### src/rtl/core/modexp_pkg.sv
`timescale 1ns / 1ps
// ----------------------------------------------------------------------------
// Modular exponentiation package
// Shared constants and the command bundle for the bit-serial modular multiplier.
// ----------------------------------------------------------------------------
package modexp_pkg;

  // Width of the serial operand register (the unreduced base is this wide).
  localparam int unsigned OPER_W = 32;

  // Width of the bit count handed to the multiplier (holds OPER_W itself).
  localparam int unsigned LEN_W = 6;

  // Modulus after reset.
  localparam logic [31:0] MODULUS_RESET = 32'd1000000007;

  // Command to one multiplier: a start strobe and the number of serial bits.
  typedef struct packed {
    logic             start;
    logic [LEN_W-1:0] len;
  } mm_cmd_t;

endpackage

### src/rtl/core/modexp_mulmod.sv
`timescale 1ns / 1ps
// ----------------------------------------------------------------------------
// Bit-serial modular multiplier
// Interleaved shift-and-add multiplication: one bit of x per cycle, MSB first,
// with the partial result kept below the modulus after every step.
// ----------------------------------------------------------------------------
module modexp_mulmod #(
  parameter int unsigned MOD_BITS = 32
) (
  input  logic                            clk_i,
  input  logic                            rst_ni,
  input  modexp_pkg::mm_cmd_t             cmd_i,
  input  logic [modexp_pkg::OPER_W-1:0]   x_i,
  input  logic [MOD_BITS-1:0]             y_i,
  input  logic [MOD_BITS-1:0]             mod_i,
  output logic                            done_o,
  output logic [MOD_BITS-1:0]             res_o
);

  localparam int unsigned OW = modexp_pkg::OPER_W;
  localparam int unsigned LW = modexp_pkg::LEN_W;
  // Two guard bits for 2r + y < 3m, one more for the borrow.
  localparam int unsigned SW = MOD_BITS + 3;

  logic                busy_q;
  logic                done_q;
  logic [LW-1:0]       cnt_q;
  logic [OW-1:0]       x_q;
  logic [MOD_BITS-1:0] y_q;
  logic [MOD_BITS-1:0] r_q;
  logic [MOD_BITS-1:0] r_d;
  logic [SW-1:0]       sum;
  logic [SW-1:0]       diff1;
  logic [SW-1:0]       diff2;
  logic [SW-1:0]       m_ext;

  // One step: r = 2r + bit*y, then subtract 2m if that leaves it non-negative,
  // else m if that does, else nothing. Both differences are formed side by side.
  always_comb begin
    m_ext = SW'(mod_i);
    sum   = (SW'(r_q) << 1) + (x_q[OW-1] ? SW'(y_q) : '0);
    diff1 = sum - m_ext;
    diff2 = sum - (m_ext << 1);
    if (!diff2[SW-1]) begin
      r_d = diff2[MOD_BITS-1:0];
    end else if (!diff1[SW-1]) begin
      r_d = diff1[MOD_BITS-1:0];
    end else begin
      r_d = sum[MOD_BITS-1:0];
    end
  end

  // Sequencing: count down the serial bits and flag the last one.
  always_ff @(posedge clk_i or negedge rst_ni) begin
    if (!rst_ni) begin
      busy_q <= 1'b0;
      done_q <= 1'b0;
      cnt_q  <= '0;
    end else begin
      done_q <= 1'b0;
      if (cmd_i.start) begin
        busy_q <= 1'b1;
        cnt_q  <= cmd_i.len;
      end else if (busy_q) begin
        cnt_q <= cnt_q - LW'(1);
        if (cnt_q == LW'(1)) begin
          busy_q <= 1'b0;
          done_q <= 1'b1;
        end
      end
    end
  end

  // Operand and partial result registers.
  always_ff @(posedge clk_i) begin
    if (cmd_i.start) begin
      x_q <= x_i;
      y_q <= y_i;
      r_q <= '0;
    end else if (busy_q) begin
      x_q <= x_q << 1;
      r_q <= r_d;
    end
  end

  assign done_o = done_q;
  assign res_o  = r_q;

endmodule

### src/rtl/core/modular_exponentiation_top.sv
`timescale 1ns / 1ps
// ----------------------------------------------------------------------------
// Modular exponentiation, right-to-left square and multiply
// Returns base_value ** exponent mod modulus using two bit-serial multipliers.
// ----------------------------------------------------------------------------
//  Channel  | Signals                                    | Direction
//  ---------+--------------------------------------------+----------
//  input    | in_valid_i, in_ready_o, base_value_i,      | in
//           | exponent_i                                 |
//  output   | out_valid_o, out_ready_i, power_result_o   | out
//  config   | psel, penable, pwrite, paddr, pwdata,      | in/out
//           | prdata, pready (modulus at addresses 0-3)  |
//
// For each item the base is first reduced in one pass of the operand width
// through unit A; then each exponent bit up to the highest set one costs one
// pass of MOD_BITS bits through both multipliers, started in the step state
// and taken in the wait state.
// The multiply and the square of one bit run at once on two units.
// A modulus below two gives 0.
// Reset is asynchronous and active low; the modulus returns to 1000000007.
// A new beat is taken while a finished result still waits in the output
// register; a stalled output only holds the next result in its last state.
// ----------------------------------------------------------------------------
module modular_exponentiation_top #(
  parameter int unsigned EXP_BITS = 63,
  parameter int unsigned MOD_BITS = 32
) (
  input  logic        clk_i,
  input  logic        rst_ni,
  // Input channel
  input  logic        in_valid_i,
  output logic        in_ready_o,
  input  logic [31:0] base_value_i,
  input  logic [62:0] exponent_i,
  // Output channel
  output logic        out_valid_o,
  input  logic        out_ready_i,
  output logic [31:0] power_result_o,
  // Configuration port
  input  logic        psel,
  input  logic        penable,
  input  logic        pwrite,
  input  logic [2:0]  paddr,
  input  logic [31:0] pwdata,
  output logic [31:0] prdata,
  output logic        pready
);

  localparam int unsigned OW = modexp_pkg::OPER_W;
  localparam int unsigned LW = modexp_pkg::LEN_W;

  localparam logic [2:0] S_IDLE = 3'd0;
  localparam logic [2:0] S_RED  = 3'd1;
  localparam logic [2:0] S_STEP = 3'd2;
  localparam logic [2:0] S_WAIT = 3'd3;
  localparam logic [2:0] S_FIN  = 3'd4;

  logic [2:0]          state_q, state_d;
  logic [EXP_BITS-1:0] e_q, e_d;
  logic [MOD_BITS-1:0] acc_q, acc_d;
  logic [MOD_BITS-1:0] b_q, b_d;
  logic [MOD_BITS-1:0] modulus_q;
  logic                out_valid_q, out_valid_d;
  logic [31:0]         out_q, out_d;

  logic                   in_fire;
  logic                   mod_ok;
  logic                   cfg_wr;
  logic [EXP_BITS+62:0]   exp_ext;
  logic [OW-1:0]          b_aligned;
  modexp_pkg::mm_cmd_t    cmd_a, cmd_b;
  logic [OW-1:0]          x_a;
  logic [MOD_BITS-1:0]    y_a;
  logic                   a_done, b_done;
  logic [MOD_BITS-1:0]    a_res, b_res;

  // Configuration register: one word, the modulus.
  assign pready = 1'b1;
  assign cfg_wr = psel && penable && pwrite && !paddr[2];
  assign prdata = paddr[2] ? '0 : 32'(modulus_q);

  always_ff @(posedge clk_i or negedge rst_ni) begin
    if (!rst_ni) begin
      modulus_q <= MOD_BITS'(modexp_pkg::MODULUS_RESET);
    end else if (cfg_wr) begin
      modulus_q <= pwdata[MOD_BITS-1:0];
    end
  end

  assign in_ready_o = (state_q == S_IDLE);
  assign in_fire    = in_valid_i && in_ready_o;
  assign mod_ok     = (modulus_q > MOD_BITS'(1));
  assign exp_ext    = {{EXP_BITS{1'b0}}, exponent_i};
  assign b_aligned  = OW'(b_q) << (OW - MOD_BITS);

  // Multiplier operands: unit A reduces the base first, then forms acc * b;
  // unit B squares b.
  always_comb begin
    cmd_a.start = 1'b0;
    cmd_a.len   = LW'(MOD_BITS);
    cmd_b.start = 1'b0;
    cmd_b.len   = LW'(MOD_BITS);
    x_a         = b_aligned;
    y_a         = acc_q;
    if (state_q == S_IDLE) begin
      cmd_a.start = in_fire && mod_ok;
      cmd_a.len   = LW'(OW);
      x_a         = base_value_i;
      y_a         = MOD_BITS'(1);
    end else if (state_q == S_STEP) begin
      cmd_a.start = (e_q != '0);
      cmd_b.start = (e_q != '0);
    end
  end

  modexp_mulmod #(
    .MOD_BITS(MOD_BITS)
  ) u_mul_a (
    .clk_i  (clk_i),
    .rst_ni (rst_ni),
    .cmd_i  (cmd_a),
    .x_i    (x_a),
    .y_i    (y_a),
    .mod_i  (modulus_q),
    .done_o (a_done),
    .res_o  (a_res)
  );

  modexp_mulmod #(
    .MOD_BITS(MOD_BITS)
  ) u_mul_b (
    .clk_i  (clk_i),
    .rst_ni (rst_ni),
    .cmd_i  (cmd_b),
    .x_i    (b_aligned),
    .y_i    (b_q),
    .mod_i  (modulus_q),
    .done_o (b_done),
    .res_o  (b_res)
  );

  // Sequencer: reduce the base, then one square-and-multiply pass per exponent bit
  // until no set bit is left; a modulus below two goes straight to a result of 0.
  always_comb begin
    state_d     = state_q;
    e_d         = e_q;
    acc_d       = acc_q;
    b_d         = b_q;
    out_valid_d = out_valid_q;
    out_d       = out_q;
    if (out_valid_q && out_ready_i) begin
      out_valid_d = 1'b0;
    end
    case (state_q)
      S_IDLE: begin
        if (in_fire) begin
          e_d = exp_ext[EXP_BITS-1:0];
          if (mod_ok) begin
            state_d = S_RED;
          end else begin
            acc_d   = '0;
            state_d = S_FIN;
          end
        end
      end
      S_RED: begin
        if (a_done) begin
          b_d     = a_res;
          acc_d   = MOD_BITS'(1);
          state_d = S_STEP;
        end
      end
      S_STEP: begin
        if (e_q == '0) begin
          state_d = S_FIN;
        end else begin
          state_d = S_WAIT;
        end
      end
      S_WAIT: begin
        if (a_done) begin
          if (e_q[0]) begin
            acc_d = a_res;
          end
          b_d     = b_res;
          e_d     = e_q >> 1;
          state_d = S_STEP;
        end
      end
      S_FIN: begin
        if (!out_valid_q || out_ready_i) begin
          out_d       = 32'(acc_q);
          out_valid_d = 1'b1;
          state_d     = S_IDLE;
        end
      end
      default: begin
        state_d = S_IDLE;
      end
    endcase
  end

  // Control registers.
  always_ff @(posedge clk_i or negedge rst_ni) begin
    if (!rst_ni) begin
      state_q     <= S_IDLE;
      out_valid_q <= 1'b0;
    end else begin
      state_q     <= state_d;
      out_valid_q <= out_valid_d;
    end
  end

  // Datapath registers.
  always_ff @(posedge clk_i) begin
    e_q   <= e_d;
    acc_q <= acc_d;
    b_q   <= b_d;
    out_q <= out_d;
  end

  assign out_valid_o    = out_valid_q;
  assign power_result_o = out_q;

  // The two multipliers always finish in the same cycle of a pass.
  a_units_in_step : assert property (@(posedge clk_i) disable iff (!rst_ni)
    (state_q == S_WAIT) |-> (a_done == b_done))
    else $error("multipliers out of step");

  // A clear exponent bit leaves the accumulator alone.
  a_acc_kept : assert property (@(posedge clk_i) disable iff (!rst_ni)
    (state_q == S_WAIT && a_done && !e_q[0]) |=> (acc_q == $past(acc_q)))
    else $error("accumulator changed on a clear exponent bit");

  // A result only appears on leaving the final state.
  a_result_from_fin : assert property (@(posedge clk_i) disable iff (!rst_ni)
    $rose(out_valid_q) |-> ($past(state_q) == S_FIN))
    else $error("result raised outside the final state");

  // A multiplier never reports completion while the block is idle or in the final state.
  a_no_stray_done : assert property (@(posedge clk_i) disable iff (!rst_ni)
    (state_q == S_IDLE || state_q == S_FIN) |-> !(a_done || b_done))
    else $error("stray multiplier completion");

endmodule
### config.mk
export PLATFORM = sky130hd
export DESIGN_NAME = modular_exponentiation_top
export DESIGN_NICKNAME = d
export VERILOG_FILES = /design/src/rtl/core/modexp_pkg.sv /design/src/rtl/core/modexp_mulmod.sv /design/src/rtl/core/modular_exponentiation_top.sv
export SDC_FILE = /design/constraint.sdc
export NUM_CORES = 1
export LEC_CHECK = 0
export BUFFER_PORTS_ARGS = -buffer_cell sky130_fd_sc_hd__buf_2
export CELL_PAD_IN_SITES_DETAIL_PLACEMENT = 0
export CELL_PAD_IN_SITES_GLOBAL_PLACEMENT = 1
export CORE_MARGIN = 3
export CORE_UTILIZATION = 47
export CTS_CLUSTER_DIAMETER = 200
export CTS_CLUSTER_SIZE = 10
export DETAILED_ROUTE_END_ITERATION = 8
export PLACE_DENSITY_LB_ADDON = 0.15
export SLEW_MARGIN = 20
export SYNTH_ARGS = -nofsm -noshare
export SYNTH_HDL_FRONTEND = slang
export SYNTH_SLANG_ARGS = --single-unit
### constraint.sdc
create_clock -name clk_i -period 8.6 [get_ports clk_i]
set_clock_uncertainty 0.15 [all_clocks]
set_input_delay 2.58 -clock clk_i [delete_from_list [all_inputs] [get_ports clk_i]]
set_output_delay 2.58 -clock clk_i [all_outputs]
set_load 0.005 [all_outputs]
==> impl_metrics.yaml <==
run_status:
  run_status: "finished, final reports clean"
cts:
  holdBufCountCts: 0
  clock_path_buffers: 3
  path_clk_slew_ns: 0.07
  insertion_delay_ns: 0.59
  cts_post_setup_buffers_inserted: 0
  htree_levels: 2
  cts_resized: 0
  clock_sinks: 402
  cts_tree: "yes"
  clockRootBuffer: "clkbuf_16"
  numCtsBuffers: 46
global_route:
  grt_first_pass_wirelength_um: 133800
  grt.overflow.total: 0
  met2_usage_pct: 49.71
  grt-busiest-layer: "met2"
  globalRouteMet3Util_pct: 3.155
  grt_max_degree: 95
  globalRouteMet1Util_pct: 36.67
  grt_pass1_vias: 22808
  antenna_found_initial: 1
  grt_usage_pct: 28.66
setup_path:
  rrSetupSlack_ns: 1.79
  critPathKind: "reg -> reg"
  reg2regPathDepth: 22
  critPathLaunchType: "register"
  r2r-end: "u_mul_a.res_o[4]$_SDFFE_PN0P_"
  regToRegStartpoint: "u_mul_a.x_q[31]$_DFFE_PP_"
  crit_required_ns: 8.89
  crit_path_end_kind: "register"
  cp_max_fo: 32
  arrival_ns: 7.10
sta:
  rsz0062_at_grt: "no"
  worstMarginPinSlew_ns: 1.121
  hold_violations: 0
  fin_crit_ns: 6.811
  min_period_over_period_pct: 79.19
  slew_viol_final: 0
  setup-tns-final_ns: 0
  clock.fmax_mhz: 146.8
  final-setup-viol-count: 0
  slew_headroom_pct: 24.99
yosys:
  synthFlopType: "edfxtp_1"
  syn_nets: 3332
  ys_types: 99
  avgSynthCellArea_um2: 9.132
  ys_seq_area_share_pct: 40.93
  synth-edff-count: 287
  yosys_warnings: 0
  synth_area_mm2: 0.02735
  synthCells: 2995
  synthArstFlopShare_pct: 12.69
  synth-seq-cells: 402
final_layout:
  area_growth_pct: 11.07
  finalNetCount: 3482
  diodes: 0
  final_cell_count_no_fill: 3936
  drive_gt1_share_pct: 12.17
  num-fill-cells: 5296
min_path:
  hold_path_class: "reg -> reg"
  min_from: "acc_q[20]$_DFFE_PP_"
  hold_end: "power_result_o[20]$_DFFE_PP_"
  whs_path_depth: 0
run:
  cap_violations: 0
drt:
  totalWireLength_um: 89230
  drt-vias-per-instance: 5.975
  drt_iter0_drc: 1898
  drc: 0
  drtAntennaViolNets: 0
  drt_first_pass_iters: 5
  vias: 23518
  wl_per_cell_um: 22.67
floorplan:
  die_h_um: 247.2
  initial_core_util_pct: 48.04
  core_area_mm2: 0.05693
  fp.dieW_um: 247.2
  io_pins: 204
  core.rowCount: 87
  die_area_mm2: 0.06113
placement:
  io_buffers: 200
  dpl.hpwl_um: 67240
  dpl.cell_count: 3852
  gp_congestion: 0.9867
==> synth_stat cells, types with 11 or more instances <==
cell type,number,area share (%)
a211oi_1,39,1.1
a21o_1,70,1.9
a21oi_1,214,3.9
a22oi_1,16,0.44
a31oi_1,28,0.64
and2_1,78,1.8
and3_1,61,1.4
buf_2,13,0.24
clkbuf_1,92,1.3
dfrtp_1,35,3.2
dfstp_2,16,1.5
dfxtp_1,64,4.7
edfxtp_1,287,32
ha_1,194,8.9
inv_1,100,1.4
mux2_2,38,1.6
mux2i_1,48,1.8
nand2_1,533,7.3
nand2b_1,27,0.62
nand3_1,56,1.0
nand4_1,20,0.46
nor2_1,173,2.4
nor2b_1,51,1.2
nor3_1,59,1.1
nor4_1,28,0.64
o211ai_1,28,0.77
o21a_1,33,0.91
o21ai_0,191,3.5
o21bai_1,25,0.69
o31a_1,11,0.35
o31ai_1,12,0.33
or2_2,14,0.32
or3_1,13,0.30
xnor2_1,95,3.0
xor2_1,45,1.4
==> how the worst max path moves through the flow <==
stage	start	to	slack [ns]	cells after the start
finish	u_mul_a.x_q[31]$_DFFE_PP_	u_mul_a.res_o[4]$_SDFFE_PN0P_	1.79	22
CTS	u_mul_a.x_q[31]$_DFFE_PP_	u_mul_a.res_o[4]$_SDFFE_PN0P_	1.85	22
global route	u_mul_a.x_q[31]$_DFFE_PP_	u_mul_a.res_o[10]$_SDFFE_PN0P_	1.22	22
global placement	u_mul_a.x_q[31]$_DFFE_PP_	u_mul_a.res_o[4]$_SDFFE_PN0P_	1.99	22
floorplan	state_q[2]$_DFFE_PN0P_	e_q[0]$_DFFE_PP_	2.38	5
detailed placement	u_mul_a.x_q[31]$_DFFE_PP_	u_mul_a.res_o[4]$_SDFFE_PN0P_	1.91	22
==> through the flow <==
stage / util, % / instance area (um^2) / setup slack [ns] / hold slack, ns
CTS: 53.31 / 30350 / 1.853 / 0.2926
finish: 53.36 / 30380 / 1.789 / 0.2947
global route: 53.36 / 30380 / 1.217 / 0.3049
detailed placement: 50.95 / 29010 / 1.907 / 0.2753
global placement: 50.95 / 29010 / 1.991 / 0.2780
floorplan: - / 27350 / 2.379 / 0.2680
==> layout by cell type, fill, tap and decap left out, drive strengths merged, types with 57 or more instances in the layout <==
cell    instances
edfxtp        287
and2           78
clkbuf         79
dfxtp          64
ha            194
and3           62
nand2         533
buf           227
inv           105
o21ai         201
a21o           71
xnor2          95
nor3           59
nand3          57
a21oi         215
nor2          173
==> state kept, by name (all words and copies together), names as in the netlist <==
register / count
power_result_o: 32
u_mul_b.x_q: 32
acc_q: 32
u_mul_a.y_q: 32
u_mul_a.cnt_q: 6
u_mul_a.res_o: 32
u_mul_b.busy_q: 1
state_q: 3
u_mul_a.x_q: 32
u_mul_b.cnt_q: 6
u_mul_a.done_o: 1
u_mul_a.busy_q: 1
b_aligned: 32
e_q: 63
out_valid_o: 1
u_mul_b.y_q: 32
u_mul_b.res_o: 32
modulus_q: 32
==> layout make-up <==
cell class | instances | area (um^2) | share of cell area (%)
clock buffer | 79 | 1275 | 4.197
clock inverter | 4 | 67.56 | 0.2224
timing repair buffer | 227 | 1224 | 4.028
sequential | 402 | 11200 | 36.86
inverter | 102 | 382.9 | 1.260
multi-input combinational | 2366 | 15290 | 50.32
tap | 756 | 945.9 | 3.114
==> metal layers <==
layer / vias to the layer above / wire (um)
met5: - / 0
met4: 0 / 3740
met3: 168 / 4416
met2: 734 / 43960
met1: 11405 / 37110
li1: 11211 / -
==> logic make-up after synthesis <==
| group | count (synthesis) | share of synthesized area, % |
|---|---|---|
| other | 1 | 0.01371 |
| XOR/XNOR | 140 | 4.483 |
| flip-flops | 402 | 40.93 |
| multiplexers | 87 | 3.376 |
| AO/OA/AOI/OAI | 799 | 19.19 |
| adder cells (fa/ha/maj) | 200 | 9.314 |
| AND/OR/NAND/NOR | 1139 | 19.33 |
| buffers and inverters | 227 | 3.367 |
==> critical path: stages, from the launching register on <==
cell and delay, ns:
edfxtp_1 0.76, and2_1 0.32, ha_1 0.21, inv_1 0.07, fa_1 0.24, nor2b_4 0.05, o31a_1 0.32, o311ai_4 0.30
a21boi_2 0.15, a2111o_1 0.48, and3_4 0.21, o311ai_4 0.36, ha_1 0.36, a21oi_1 0.16, nor2b_1 0.06, o21ai_0 0.18
nand2b_1 0.11, a21o_1 0.19, a21oi_1 0.22, o211a_1 0.67, nand2_1 0.60, o211ai_1 0.34, a31oi_1 0.12
Power is left out: the tool's default activity adds up to more than one toggle a clock period on the data nets, which glitch-free logic cannot reach.
